`config.mk`:
```
export PLATFORM = sky130hd
export DESIGN_NAME = eight_channel_cv_byte_framer_flat
export DESIGN_NICKNAME = d
export VERILOG_FILES = /design/src/rtl/core/ecf_pkg.sv /design/src/rtl/core/ecf_ifs.sv /design/src/rtl/core/ecf_clamp_lane.sv /design/src/rtl/core/ecf_merge.sv /design/src/rtl/core/eight_channel_cv_byte_framer.sv /design/src/flat_wrapper.sv
export VERILOG_INCLUDE_DIRS = /design/src /design/src/rtl/core
export SDC_FILE = /design/constraint.sdc
export NUM_CORES = 1
export LEC_CHECK = 0
export BUFFER_PORTS_ARGS = -buffer_cell sky130_fd_sc_hd__buf_2
export CORE_ASPECT_RATIO = 1.1
export CORE_MARGIN = 2
export CORE_UTILIZATION = 45
export CTS_CLUSTER_DIAMETER = 60
export DETAILED_ROUTE_END_ITERATION = 10
export PLACE_DENSITY = 0.93
export SLEW_MARGIN = 25
export SYNTH_ARGS = -nofsm -noshare
export SYNTH_HDL_FRONTEND = slang
export SYNTH_SLANG_ARGS = --single-unit
```
`constraint.sdc`:
```
create_clock -name clk -period 4 [get_ports clk]
set_clock_uncertainty 0.2 [all_clocks]
set_input_delay 0.2 -clock clk [delete_from_list [all_inputs] [get_ports clk]]
set_output_delay 0.2 -clock clk [all_outputs]
set_load 0.01 [all_outputs]
```
`src/rtl/core/eight_channel_cv_byte_framer_macros.svh`:
```
// Assertion macros shared by the framer modules.
// Each macro samples on clk and is disabled while arst_n is low.
`ifndef EIGHT_CHANNEL_CV_BYTE_FRAMER_MACROS_SVH
`define EIGHT_CHANNEL_CV_BYTE_FRAMER_MACROS_SVH

`ifndef SYNTHESIS

// Same-cycle implication.
`define ECF_ASSERT_NOW(label, ante, cons) \
	label: assert property (@(posedge clk) disable iff (!arst_n) (ante) |-> (cons)) \
		else $error("framer assertion failed");

// Next-cycle implication.
`define ECF_ASSERT_NEXT(label, ante, cons) \
	label: assert property (@(posedge clk) disable iff (!arst_n) (ante) |=> (cons)) \
		else $error("framer assertion failed");

`else

`define ECF_ASSERT_NOW(label, ante, cons)
`define ECF_ASSERT_NEXT(label, ante, cons)

`endif

`endif

```
`src/rtl/core/ecf_pkg.sv`:
```
package ecf_pkg;

	// Clamped, offset level held for one channel.
	localparam int CV_W = 12;
	localparam int CV_MIN = -2048;
	localparam int CV_MAX = 2047;

	localparam int NUM_CH = 8;
	localparam int CH_W = 3;

	typedef logic [CV_W-1:0] cv_t;
	typedef logic [CH_W-1:0] chan_t;
	typedef logic [1:0] slot_t;

	// Slot codes within one channel's three bytes.
	localparam slot_t SLOT_LO = 2'd0;
	localparam slot_t SLOT_MID = 2'd1;
	localparam slot_t SLOT_HI = 2'd2;
	localparam slot_t SLOT_SPARE = 2'd3;

	// Marker bits of the code byte.
	localparam logic [7:0] LEAD_MARK = 8'h80;
	localparam logic [7:0] GROUP_UPPER = 8'h40;
	localparam logic [7:0] GROUP_LOWER = 8'h20;

	// Position inside the 24-slot frame.
	typedef struct packed {
		slot_t slot;
		chan_t chan;
	} frame_pos_t;

endpackage

```
`src/rtl/core/ecf_ifs.sv`:
```
// Sample request channel: eight channel samples per request.
interface ecf_sample_if #(
	parameter int SAMPLE_WIDTH = 16
);
	logic valid;
	logic ready;
	logic signed [SAMPLE_WIDTH-1:0] chan0_sample;
	logic signed [SAMPLE_WIDTH-1:0] chan1_sample;
	logic signed [SAMPLE_WIDTH-1:0] chan2_sample;
	logic signed [SAMPLE_WIDTH-1:0] chan3_sample;
	logic signed [SAMPLE_WIDTH-1:0] chan4_sample;
	logic signed [SAMPLE_WIDTH-1:0] chan5_sample;
	logic signed [SAMPLE_WIDTH-1:0] chan6_sample;
	logic signed [SAMPLE_WIDTH-1:0] chan7_sample;

	modport source (
		output valid, chan0_sample, chan1_sample, chan2_sample, chan3_sample,
		output chan4_sample, chan5_sample, chan6_sample, chan7_sample,
		input ready
	);
	modport sink (
		input valid, chan0_sample, chan1_sample, chan2_sample, chan3_sample,
		input chan4_sample, chan5_sample, chan6_sample, chan7_sample,
		output ready
	);
endinterface

// Code byte channel: one byte per request.
interface ecf_code_if;
	logic valid;
	logic ready;
	logic [7:0] code_byte;

	modport source (output valid, code_byte, input ready);
	modport sink (input valid, code_byte, output ready);
endinterface

```
`src/rtl/core/ecf_clamp_lane.sv`:
```
module ecf_clamp_lane #(
	parameter int SAMPLE_WIDTH = 16
) (
	input logic signed [SAMPLE_WIDTH-1:0] sample,
	output ecf_pkg::cv_t level
);
	import ecf_pkg::*;

	localparam logic signed [SAMPLE_WIDTH-1:0] CvHi = SAMPLE_WIDTH'(CV_MAX);
	localparam logic signed [SAMPLE_WIDTH-1:0] CvLo = SAMPLE_WIDTH'(CV_MIN);

	// Saturate to the 12-bit range, then offset by half scale.
	// Adding 2048 to an in-range value only flips its top bit.
	always_comb begin
		if (sample > CvHi) begin
			level = {CV_W{1'b1}};
		end else if (sample < CvLo) begin
			level = '0;
		end else begin
			level = {~sample[CV_W-1], sample[CV_W-2:0]};
		end
	end

endmodule

```
`src/rtl/core/ecf_merge.sv`:
```
`include "eight_channel_cv_byte_framer_macros.svh"

module ecf_merge (
	input logic clk,
	input logic arst_n,
	input logic advance,
	input ecf_pkg::cv_t levels [ecf_pkg::NUM_CH],
	output logic [7:0] code,
	output ecf_pkg::frame_pos_t pos
);
	import ecf_pkg::*;

	frame_pos_t pos_q;
	frame_pos_t pos_next;
	cv_t held_q;
	cv_t held_next;
	logic [7:0] group;

	assign pos = pos_q;

	// The first slot of a channel latches that channel's lane result.
	assign held_next = (pos_q.slot == SLOT_LO) ? levels[pos_q.chan] : held_q;
	assign group = pos_q.chan[CH_W-1] ? GROUP_UPPER : GROUP_LOWER;

	// Encode the byte for the current slot.
	always_comb begin
		case (pos_q.slot)
			SLOT_LO: code = LEAD_MARK | {3'b000, held_next[4:0]};
			SLOT_MID: code = {3'b000, held_q[9:5]};
			default: code = {6'b0, held_q[11:10]} | group | {4'b0, pos_q.chan[1:0], 2'b00};
		endcase
	end

	// Step through three slots per channel, wrapping after channel 7.
	always_comb begin
		if (pos_q.slot inside {SLOT_HI, SLOT_SPARE}) begin
			pos_next.slot = SLOT_LO;
			pos_next.chan = pos_q.chan + 1'b1;
		end else begin
			pos_next.slot = pos_q.slot + 1'b1;
			pos_next.chan = pos_q.chan;
		end
	end

	// Frame state advances once per accepted request.
	always_ff @(posedge clk or negedge arst_n) begin
		if (!arst_n) begin
			pos_q <= '0;
			held_q <= '0;
		end else if (advance) begin
			pos_q <= pos_next;
			held_q <= held_next;
		end
	end

	`ECF_ASSERT_NEXT(a_chan_wrap, advance && pos_q.slot == SLOT_HI,
		pos_q.slot == SLOT_LO && pos_q.chan == $past(pos_q.chan) + 3'd1)
	`ECF_ASSERT_NEXT(a_held_kept, advance && pos_q.slot != SLOT_LO, $stable(held_q))
	`ECF_ASSERT_NOW(a_lead_mark, pos_q.slot == SLOT_LO, code[7] && !code[6] && !code[5])

endmodule

```
`src/rtl/core/eight_channel_cv_byte_framer.sv`:
```
// Eight-channel CV byte framer. Each accepted request carries one sample for
// each of eight channels and yields exactly one code byte. A frame of 24 bytes
// walks channels 0 to 7 with three bytes each: on a channel's first byte its
// sample is saturated to -2048..2047 and offset to an unsigned 12-bit level,
// which the three bytes then carry as a marked low part, a middle part, and a
// top part with the channel group and number. Samples of other channels in
// that request are ignored. The block takes one request per clock cycle unless
// the output stalls; a byte appears on the output in the cycle after its
// request is accepted and is held in a single output register, so a request
// is taken whenever that register is empty or being drained in the same cycle.
`include "eight_channel_cv_byte_framer_macros.svh"

module eight_channel_cv_byte_framer #(
	parameter int SAMPLE_WIDTH = 16
) (
	input logic clk,
	input logic arst_n,
	ecf_sample_if.sink samples,
	ecf_code_if.source codes
);
	import ecf_pkg::*;

	logic signed [SAMPLE_WIDTH-1:0] lane_in [NUM_CH];
	cv_t levels [NUM_CH];
	logic accept;
	logic [7:0] code;
	frame_pos_t pos;
	logic out_valid_q;
	logic [7:0] code_q;

	assign lane_in[0] = samples.chan0_sample;
	assign lane_in[1] = samples.chan1_sample;
	assign lane_in[2] = samples.chan2_sample;
	assign lane_in[3] = samples.chan3_sample;
	assign lane_in[4] = samples.chan4_sample;
	assign lane_in[5] = samples.chan5_sample;
	assign lane_in[6] = samples.chan6_sample;
	assign lane_in[7] = samples.chan7_sample;

	// One clamp lane per channel.
	for (genvar i = 0; i < NUM_CH; i++) begin : g_lane
		ecf_clamp_lane #(
			.SAMPLE_WIDTH(SAMPLE_WIDTH)
		) u_lane (
			.sample(lane_in[i]),
			.level(levels[i])
		);
	end

	// Handshake: take a request whenever the output register can move on.
	assign samples.ready = !out_valid_q || codes.ready;
	assign accept = samples.valid && samples.ready;

	ecf_merge u_merge (
		.clk(clk),
		.arst_n(arst_n),
		.advance(accept),
		.levels(levels),
		.code(code),
		.pos(pos)
	);

	// Output register.
	always_ff @(posedge clk or negedge arst_n) begin
		if (!arst_n) begin
			out_valid_q <= 1'b0;
		end else if (accept) begin
			out_valid_q <= 1'b1;
		end else if (codes.ready) begin
			out_valid_q <= 1'b0;
		end
	end

	always_ff @(posedge clk) begin
		if (accept) begin
			code_q <= code;
		end
	end

	assign codes.valid = out_valid_q;
	assign codes.code_byte = code_q;

	`ECF_ASSERT_NEXT(a_byte_follows, accept, codes.valid && codes.code_byte == $past(code))
	`ECF_ASSERT_NEXT(a_pos_holds, !accept, pos == $past(pos))

endmodule
```
`src/flat_wrapper.sv`:
```
// flat-port wrapper written by rule: the top's interface ports become plain ports
module eight_channel_cv_byte_framer_flat import ecf_pkg::*;
#(
	parameter int SAMPLE_WIDTH = 16
)
  (clk, arst_n, samples_valid, samples_chan0_sample, samples_chan1_sample, samples_chan2_sample, samples_chan3_sample, samples_chan4_sample, samples_chan5_sample, samples_chan6_sample, samples_chan7_sample, samples_ready, codes_valid, codes_code_byte, codes_ready);
  ecf_sample_if #(.SAMPLE_WIDTH(SAMPLE_WIDTH)) samples_i ();
  ecf_code_if codes_i ();
  input logic clk;
  input logic arst_n;
  input wire logic [$bits(samples_i.valid)-1:0] samples_valid;
  input wire logic [$bits(samples_i.chan0_sample)-1:0] samples_chan0_sample;
  input wire logic [$bits(samples_i.chan1_sample)-1:0] samples_chan1_sample;
  input wire logic [$bits(samples_i.chan2_sample)-1:0] samples_chan2_sample;
  input wire logic [$bits(samples_i.chan3_sample)-1:0] samples_chan3_sample;
  input wire logic [$bits(samples_i.chan4_sample)-1:0] samples_chan4_sample;
  input wire logic [$bits(samples_i.chan5_sample)-1:0] samples_chan5_sample;
  input wire logic [$bits(samples_i.chan6_sample)-1:0] samples_chan6_sample;
  input wire logic [$bits(samples_i.chan7_sample)-1:0] samples_chan7_sample;
  output wire logic [$bits(samples_i.ready)-1:0] samples_ready;
  output wire logic [$bits(codes_i.valid)-1:0] codes_valid;
  output wire logic [$bits(codes_i.code_byte)-1:0] codes_code_byte;
  input wire logic [$bits(codes_i.ready)-1:0] codes_ready;
  assign samples_i.valid = samples_valid;
  assign samples_i.chan0_sample = samples_chan0_sample;
  assign samples_i.chan1_sample = samples_chan1_sample;
  assign samples_i.chan2_sample = samples_chan2_sample;
  assign samples_i.chan3_sample = samples_chan3_sample;
  assign samples_i.chan4_sample = samples_chan4_sample;
  assign samples_i.chan5_sample = samples_chan5_sample;
  assign samples_i.chan6_sample = samples_chan6_sample;
  assign samples_i.chan7_sample = samples_chan7_sample;
  assign samples_ready = samples_i.ready;
  assign codes_valid = codes_i.valid;
  assign codes_code_byte = codes_i.code_byte;
  assign codes_i.ready = codes_ready;
  eight_channel_cv_byte_framer #(.SAMPLE_WIDTH(SAMPLE_WIDTH)) u_core (.clk(clk), .arst_n(arst_n), .samples(samples_i), .codes(codes_i));
endmodule
```
==> metrics <==
synth warn 0; P&R area growth vs syn 37.15%; Ant. Diodes 0; WS Path Type reg -> reg; first-pass GRT wire length 11100 um; main area contributors after synthesis a21oi_1, dfrtp_1, edfxtp_1; Hold Slack approximately 15 ps; Synth top area share 0.2166; Area after DPL around 0.0027 mm^2; initial drt markers approximately 180; # clock sinks 21; die area ~0.0050 mm^2; RSZ-0062 raised after global routing false; Initial Utilization 0.4692; asr flop ratio synth 0.6190; worst r2r src u_core.u_merge.pos[0]$_DFFE_PN0P_; syn nets 384; Final nets just over 500; post-route cell area 0.002758 mm^2; post-synthesis adder-cell area fraction 0.006223; drt drc 0; final period utilization 0.5677; Req. time, crit path ~3800 ps; cell at the root of the clock tree clkbuf_8; Routed WL ~7300 um; Power Density 561.9 mW/mm^2; simple-gate share of the synthesized area 0.1556; Clock Pin Slew Worst Setup and Hold Paths ~80 ps; Die Ht 74.11 um; number of CTS-inserted buffers 3; CP Launch Type flop; number of synthesized register bits 21; Hold Path Origin codes_ready; CTS tree done; Skew-Pair Late Insertion Delay roughly 270 ps; Pleak 0.001238 uW; total number of vias about 2700; Clock Path Buffers 2; Worst EP arrival around 2100 ps; Multi-input gate area 0.001330 mm^2; HPWL Detailed 5986 um; ys flop type dfrtp_1; Synth Instances 251; CORE AREA between 0.004 and 0.005 mm^2; Synth cell types 42; post-CTS sizing 0; Max FO, Critical Path 16; DIE WIDTH 67.74 um; Avg WL per Cell approximately 17 um; largest net degree at the start of global routing 31; maximum VDD drop 0.3060 mV; EDFF count, synth 8; mux cell area share after synthesis 0.03547; post-synth top area cell a21oi_1; Worst setup EP type flop; Avg Cell Area, Syn ~8 um^2; Seq/Total Area, Yosys 0.2813; initial antenna violation count 0; FF/Latch Area 565.5 um^2; max-slew violation count 0; postcts setup bufs 0; Fill cells just under 400; hold buffer count at CTS 2; Compound-Gate Fraction of Synth Area 0.4555; Final Critical Period 2271 ps; Placement Rows 25; I/O pin count between 100 and 150; status complete, no violations; post-DR vias/cell 6.225; routability congestion estimate from global placement approximately 1; layout cells sized above 1 0.4278; xor/xnor cell area share of the yosys netlist 0.008712; Final ANT Viol Nets 0; Pre-antenna DRT Iters 5; min-delay worst type in -> reg; gr ovfl total 0; Total GRT Usage 0.2936; Worst Setup SP u_core.u_merge.pos[0]$_DFFE_PN0P_; post-synthesis cell area about 0.0020 mm^2; Buffers on Ports between 100 and 150; Final Hold Fails 0; Worst Tran Pin Value around 800 ps; FMAX between 400 and 500 MHz; vias in the first global route roughly 2500; # Max-Cap Violations 0; Setup Viol. Count Final 0; largest family of logic cells by synthesized area compound AO/OA/AOI/OAI gates; htree depth 1; Fin Setup TNS 0 ps; Slew headroom 0.4670
==> layer usage <==
layer / share of wire / up-vias / wire length (um) / track usage
li1: - / 1263 / - / -
met3: 0.097 / 16 / 714 / 0.02572
met2: 0.52 / 203 / 3816 / 0.5458
met5: 0 / - / 0 / 0
met4: 0.029 / 0 / 212 / 0.1383
met1: 0.35 / 1226 / 2599 / 0.3340
==> logic make-up (layout without fill, tap and decap cells) <==
| kind of cell | Yosys count | count (layout) |
|---|---|---|
| AND/OR/NAND/NOR | 52 | 52 |
| AO/OA/AOI/OAI | 149 | 149 |
| adder cells (fa/ha/maj) | 1 | 1 |
| buffers and inverters | 22 | 152 |
| XOR/XNOR | 2 | 2 |
| multiplexers | 4 | 4 |
| flip-flops | 21 | 21 |
==> cell usage in the layout (no fill, tap or decap), drive strengths merged, types with 4 or more instances in the layout <==
master	instances
a31oi	8
nand4	8
nor4	8
edfxtp	8
buf	142
dfrtp	13
nor2	5
inv	4
o21ai	10
nand2b	4
nand2	18
a21oi	90
o32ai	8
nor3	6
o22ai	19
==> power breakdown <==
group / internal, uW / switching [uW] / leakage (uW)
clock network: 69.8 / 74.5 / 0.0000255
logic: 413 / 566 / 0.000990
registers: 322 / 105 / 0.000223
total: 805 / 745 / 0.00124
==> cell usage after synthesis, types with 3 or more instances <==
library cell   n
nand4_1        8
clkbuf_1       6
a31oi_1        8
o22ai_1       18
nand2_1       18
o22a_1         3
buf_2          8
inv_1          3
nand2b_1       4
nor4_1         5
nor3_1         5
nor2_1         4
o21ai_1        6
o32a_1         3
edfxtp_1       8
o32ai_1        8
dfrtp_1       13
nor4_4         3
a21oi_1       87
==> flip-flops by register name, summed over array words and instances, names as in the netlist <==
name / flops
u_core.codes.code_byte: 8
u_core.u_merge.held_q: 7
u_core.u_merge.pos: 5
u_core.codes.valid: 1
==> layout make-up <==
cell class,instances,share of cell area
tap,54,0.02450
multi-input combinational,208,0.4823
timing repair buffer,144,0.2659
inverter,4,0.005445
clock inverter,1,0.001815
sequential,21,0.2051
clock buffer,3,0.01497
==> critical path, cell delays in order, from the launching register on <==
cell and delay [ps]:
dfrtp_1 720, o21ai_1 430, a21oi_1 240, o32ai_1 110
a22oi_1 190, o21ai_1 110
==> per-stage QoR <==
stage | std cells | setup WS (ps) | utilization | power [uW]
after floorplan | 251 | 2269 | - | 1117
after global placement | 429 | 1897 | 0.6280 | 1353
after detailed placement | 429 | 1812 | 0.6280 | 1389
after CTS | 435 | 1784 | 0.6435 | 1535
after global routing | 435 | 1645 | 0.6435 | 1661
final | 435 | 1729 | 0.6435 | 1550
==> worst paths after layout <==
kind | end | slack (ps) | cells after the start
max | u_core.codes.code_byte[4]$_DFFE_PP_ | 1730 | 5
min | u_core.codes.valid$_DFFE_PN0P_ | 20 | 3
max reg2reg | u_core.codes.code_byte[4]$_DFFE_PP_ | 1730 | 5
min reg2reg | u_core.u_merge.held_q[11]$_DFFE_PN0P_ | 310 | 2
max in group asynchronous | u_core.u_merge.held_q[11]$_DFFE_PN0P_ | 3220 | 2
min in group asynchronous | u_core.u_merge.held_q[8]$_DFFE_PN0P_ | 140 | 2
(Power assumes the default switching activity.)
